$ cat src/rtl/ffpa_pkg.sv
// Shared constants, codes and types of the first-fit page run allocator.
package ffpa_pkg;

    localparam int NUM_PAGES = 1024;
    localparam int PAGE_W    = $clog2(NUM_PAGES);
    localparam int PTR_W     = $clog2(NUM_PAGES + 1);
    localparam int FRAME_W   = 20;
    localparam int CNT_W     = 11;
    localparam int CFG_W     = FRAME_W;
    localparam int SUM_W     = ((PTR_W > CNT_W) ? PTR_W : CNT_W) + 1;

    localparam logic [CNT_W-1:0] PAGES_MANAGED_RST = CNT_W'(1024);

    typedef enum logic [1:0] {
        ST_OK         = 2'd0,
        ST_NO_ROOM    = 2'd1,
        ST_ZERO_COUNT = 2'd2,
        ST_NOT_RUN    = 2'd3
    } status_t;

    typedef enum logic {
        KIND_ALLOC = 1'b0,
        KIND_FREE  = 1'b1
    } kind_t;

    typedef enum logic {
        CFG_BASE_FRAME    = 1'b0,
        CFG_PAGES_MANAGED = 1'b1
    } cfg_idx_t;

    // One core map entry: used flag and run length at a run's first page.
    typedef struct packed {
        logic             used;
        logic [CNT_W-1:0] len;
    } map_entry_t;

    typedef struct packed {
        logic    clear;
        logic    load;
        logic    scan;
        logic    free_rd;
        logic    free_lim;
        logic    mark;
        logic    walk;
        logic    finish;
        status_t code;
    } dp_cmd_t;

    typedef struct packed {
        logic clear_last;
        logic count_zero;
        logic kind_free;
        logic idx_bad;
        logic scan_found;
        logic scan_none;
        logic len_zero;
        logic run_last;
        logic out_free;
    } dp_sts_t;

endpackage

$ cat src/rtl/ffpa_ctrl.sv
// Controller: sequences map clear, request decode, scan, mark, free check, walk and result.
module ffpa_ctrl
    import ffpa_pkg::*;
(
    input  logic    clk,
    input  logic    rst_n,
    input  logic    req_valid,
    output logic    req_ready,
    input  dp_sts_t sts,
    output dp_cmd_t cmd
);

    typedef enum logic [7:0] {
        S_CLEAR    = 8'b0000_0001,
        S_IDLE     = 8'b0000_0010,
        S_DECODE   = 8'b0000_0100,
        S_SCAN     = 8'b0000_1000,
        S_MARK     = 8'b0001_0000,
        S_FREE_CHK = 8'b0010_0000,
        S_WALK     = 8'b0100_0000,
        S_DONE     = 8'b1000_0000
    } state_t;

    state_t  state_reg, state_next;
    status_t code_reg, code_next;

    assign req_ready = (state_reg == S_IDLE);

    always_comb
    begin
        state_next = state_reg;
        code_next  = code_reg;
        cmd        = '0;
        cmd.code   = code_reg;
        case (state_reg)
            S_CLEAR:
            begin
                cmd.clear = 1'b1;
                if (sts.clear_last)
                begin
                    state_next = S_IDLE;
                end
            end
            S_IDLE:
            begin
                if (req_valid)
                begin
                    cmd.load   = 1'b1;
                    state_next = S_DECODE;
                end
            end
            S_DECODE:
            begin
                if (sts.kind_free)
                begin
                    if (sts.idx_bad)
                    begin
                        code_next  = ST_NOT_RUN;
                        state_next = S_DONE;
                    end
                    else
                    begin
                        cmd.free_rd = 1'b1;
                        state_next  = S_FREE_CHK;
                    end
                end
                else if (sts.count_zero)
                begin
                    code_next  = ST_ZERO_COUNT;
                    state_next = S_DONE;
                end
                else
                begin
                    state_next = S_SCAN;
                end
            end
            S_SCAN:
            begin
                cmd.scan = 1'b1;
                if (sts.scan_found)
                begin
                    state_next = S_MARK;
                end
                else if (sts.scan_none)
                begin
                    code_next  = ST_NO_ROOM;
                    state_next = S_DONE;
                end
            end
            S_MARK:
            begin
                cmd.mark = 1'b1;
                if (sts.run_last)
                begin
                    code_next  = ST_OK;
                    state_next = S_DONE;
                end
            end
            S_FREE_CHK:
            begin
                if (sts.len_zero)
                begin
                    code_next  = ST_NOT_RUN;
                    state_next = S_DONE;
                end
                else
                begin
                    cmd.free_lim = 1'b1;
                    state_next   = S_WALK;
                end
            end
            S_WALK:
            begin
                cmd.walk = 1'b1;
                if (sts.run_last)
                begin
                    code_next  = ST_OK;
                    state_next = S_DONE;
                end
            end
            S_DONE:
            begin
                // hold until the result register can take the beat
                cmd.finish = 1'b1;
                if (sts.out_free)
                begin
                    state_next = S_IDLE;
                end
            end
            default:
            begin
                state_next = S_IDLE;
            end
        endcase
    end

    always_ff @(posedge clk or negedge rst_n)
    begin
        if (!rst_n)
        begin
            state_reg <= S_CLEAR;
            code_reg  <= ST_OK;
        end
        else
        begin
            state_reg <= state_next;
            code_reg  <= code_next;
        end
    end

endmodule

$ cat config.mk
export PLATFORM = sky130hd
export DESIGN_NAME = ffpa_ctrl
export DESIGN_NICKNAME = d
export VERILOG_FILES = /design/src/rtl/ffpa_pkg.sv /design/src/rtl/ffpa_ctrl.sv
export SDC_FILE = /design/constraint.sdc
export NUM_CORES = 1
export LEC_CHECK = 0
export BUFFER_PORTS_ARGS = -buffer_cell sky130_fd_sc_hd__buf_2
export CAP_MARGIN = 10
export CELL_PAD_IN_SITES_DETAIL_PLACEMENT = 1
export CELL_PAD_IN_SITES_GLOBAL_PLACEMENT = 1
export CORE_MARGIN = 2
export CORE_UTILIZATION = 33
export CTS_CLUSTER_SIZE = 14
export DETAILED_ROUTE_END_ITERATION = 10
export GPL_ROUTABILITY_DRIVEN = 0
export PLACE_DENSITY_LB_ADDON = 0.2
export SLEW_MARGIN = 20
export SYNTH_ARGS = -nofsm -noshare
export SYNTH_HDL_FRONTEND = slang
export SYNTH_SLANG_ARGS = --single-unit
$ cat constraint.sdc
create_clock -name clk -period 1.7 [get_ports clk]
set_input_delay 0.34 -clock clk [delete_from_list [all_inputs] [get_ports clk]]
set_output_delay 0.34 -clock clk [all_outputs]
set_load 0.03 [all_outputs]
==> metrics.yaml <==
status: "finished, violations left"
violations: "negative setup slack"
start_kind: "register"
cp_max_fo: 2
place_hpwl_mm: 1.74
syn_avg_cell_area_um2: 9.76
rsz0062_at_grt: "true"
synth-compound-area-share_pct: 13.7
total_power_uw: 2450
hold-path-cell-count: 2
synth_common_cells: "dfrtp_1, nor2_1, nand2b_1, a21oi_1"
leakagePower_uw: 0.000665
worst_slack_ns: -0.359
finalCritPeriodShare_pct: 121
synth_warnings: 0
antenna_found_initial: 0
fin_skew_ns: 0.00442
ir_drop_uv: 1230
clock_path_buffers: 2
final_core_util_pct: 66.5
drt-total-wl_mm: 3.75
max_freq_ghz: 0.486
hold_class: "input port to register"
n_antenna_cell: 0
synth_fp_nets: 87
crit_type: "register to output port"
hold_ws_ns: 0.209
r2r_end: "code_reg[0]$_DFFE_PN0P_"
drc: 0
min_to: "state_reg[0]$_DFFE_PN1P_"
r2r_start: "state_reg[6]$_DFFE_PN0P_"
coreArea_um2: 2150
synth_ff_type: "dfrtp_1"
synth_top_area_share_pct: 30.8
synth_xor_xnor_area_share_pct: 2.39
fillers: 236
cap_violations: 0
power-per-cell-area_nw_per_um2: 1720
reg2reg_setup_slack_ns: -0.29
floorplan.initialDensity_pct: 34.1
cts_inserted_buffers: 3
synth_edf_count: 0
pre_cts_ws_ns: -0.101
syn_inst: 75
clock-root-buffer: "clkbuf_4"
largest_register_ffs: 8
worstHoldStart: "sts[8]"
wl_per_cell_um: 21.9
drt_first_pass_iters: 4
grt_pass1_wl_mm: 4.96
fin_crit_ns: 2.06
setup_viol: 15
async_flop_share_pct: 100
htreeDepth: 1
viasPerCell: 5.36
drive_gt1_share_pct: 67.1
slew_violations: 0
row_count: 17
die_w_um: 51.1
drt_iter0_markers: 25
cpPeakStageDelay_ns: 0.43
synth_area_um2: 732
gr-total-overflow: 0
area_growth_pct: 95.0
synth_top_area_cell: "dfrtp_1"
vias: 917
io_buffers: 22
end_kind: "output port"
netlist_top_cells_area: "dfrtp_1, nand2b_1, mux2_4"
synth_top_family_by_area: "simple AND/OR/NAND/NOR gates"
drtAntennaViolNets: 0
worst_pin_slew_ns: 0.301
required_ns: 1.36
yosysMostFrequentCell: "dfrtp_1"
io_pins: 23
cts_tree: "done"
yosysSeqAreaShare_pct: 34.4
crit_arrival_ns: 1.72
hold_viol: 0
fin_nets: 156
grt_pass1_vias: 937
reg2reg_depth: 9
synth_seq_cells: 10
synthMuxAreaShare_pct: 7.01
slowest_stage: "dfrtp_2"
cts.clk_slew.worst_paths_ns: 0.07
grt_max_degree: 11
chipHeight_um: 51.1
relSlewSlack_pct: 79.8
synthAdderAreaFrac_pct: 0
dieArea_um2: 2610
cts.sinks: 10
path_cells: "nor3_4 -> nand2_2 -> nor4b_4 -> and2_4 -> buf_6"
grt_use_total_pct: 26.7
yosys.area_share.simple_pct: 40.5
clk_latency_ns: 0.28
yosysUniqueCellTypes: 40
## kinds of logic (layout without fill, tap and decap cells)
group                  Yosys count  after routing
AO/OA/AOI/OAI                   14             14
XOR/XNOR                         2              2
buffers and inverters            2             70
flip-flops                      10             10
multiplexers                     4              4
AND/OR/NAND/NOR                 43             43
## final cells by class
class,instances,area [um^2],area share [%]
clock buffers,4,26.3,1.84
flip-flops and latches,10,256,18.0
inverters,1,3.75,0.263
well taps,28,35.0,2.45
multi-input cells,63,592,41.5
repair buffers,65,514,36.0
## power by group
group / leakage, uW / switching [uW] / internal (uW)
registers: 0.000119 / 80.8 / 305
logic: 0.000531 / 902 / 973
clock network: 0.0000150 / 100 / 91.2
total: 0.000665 / 1080 / 1370
## worst max-delay path: cells and delay by family (launching register included)
| kind | cells | cell delay [ns] |
|---|---|---|
| buffers and inverters | 1 | 0.12 |
| and+or+nand+nor | 4 | 0.88 |
| DFF | 1 | 0.43 |
## metrics by stage
stage | area [um^2] | TNS, ns | std cells
floorplan | 772 | -0.959 | 75
global placement | 1060 | -0.302 | 145
detailed placement | 1060 | -0.598 | 145
CTS | 1300 | -2.38 | 162
global route | 1430 | -4.58 | 171
finish | 1430 | -3.34 | 171
## per-layer routing
metal | up-vias | global-route usage [%] | share of wire [%]
li1 | 413 | - | -
met1 | 457 | 34.8 | 41
met2 | 39 | 44.4 | 51
met5 | - | 0 | 0
met4 | 0 | 8.56 | 2.2
met3 | 8 | 4.97 | 5.1
## cell usage in the layout (no fill, tap or decap), types with 2 or more instances in the layout
cell type	instances
buf_4	36
buf_6	15
buf_2	13
nor2_4	5
nand2b_1	5
dfrtp_1	5
nor2_1	4
a21oi_1	4
dfrtp_2	4
nor4b_4	3
nand2_1	3
mux2_4	3
clkbuf_4	3
nor3_4	2
nor2b_1	2
nand3_1	2
o21ai_0	2
## how the worst max path moves through the flow
stage                                   end  cells past startpoint  slack, ns                     start
floorplan                            cmd[8]                      4      -0.28  state_reg[6]$_DFFE_PN0P_
global placement    code_reg[0]$_DFFE_PN0P_                      6      -0.06  state_reg[4]$_DFFE_PN0P_
detailed placement  code_reg[0]$_DFFE_PN0P_                      6      -0.10  state_reg[4]$_DFFE_PN0P_
CTS                                  cmd[8]                      5      -0.28  state_reg[6]$_DFFE_PN0P_
global route                         cmd[8]                      5      -0.46  state_reg[5]$_DFFE_PN0P_
finish                               cmd[8]                      5      -0.36  state_reg[6]$_DFFE_PN0P_
## timing repair
item,4_1_cts,5_1_grt
hold endpoints to repair,9,0
pin swaps,10,9
cloned,0,0
endpoints found under the setup margin,12,15
buffers inserted,12,9
gates resized for setup,28,15
hold buffers,1,0
(Power assumes the default switching activity.)
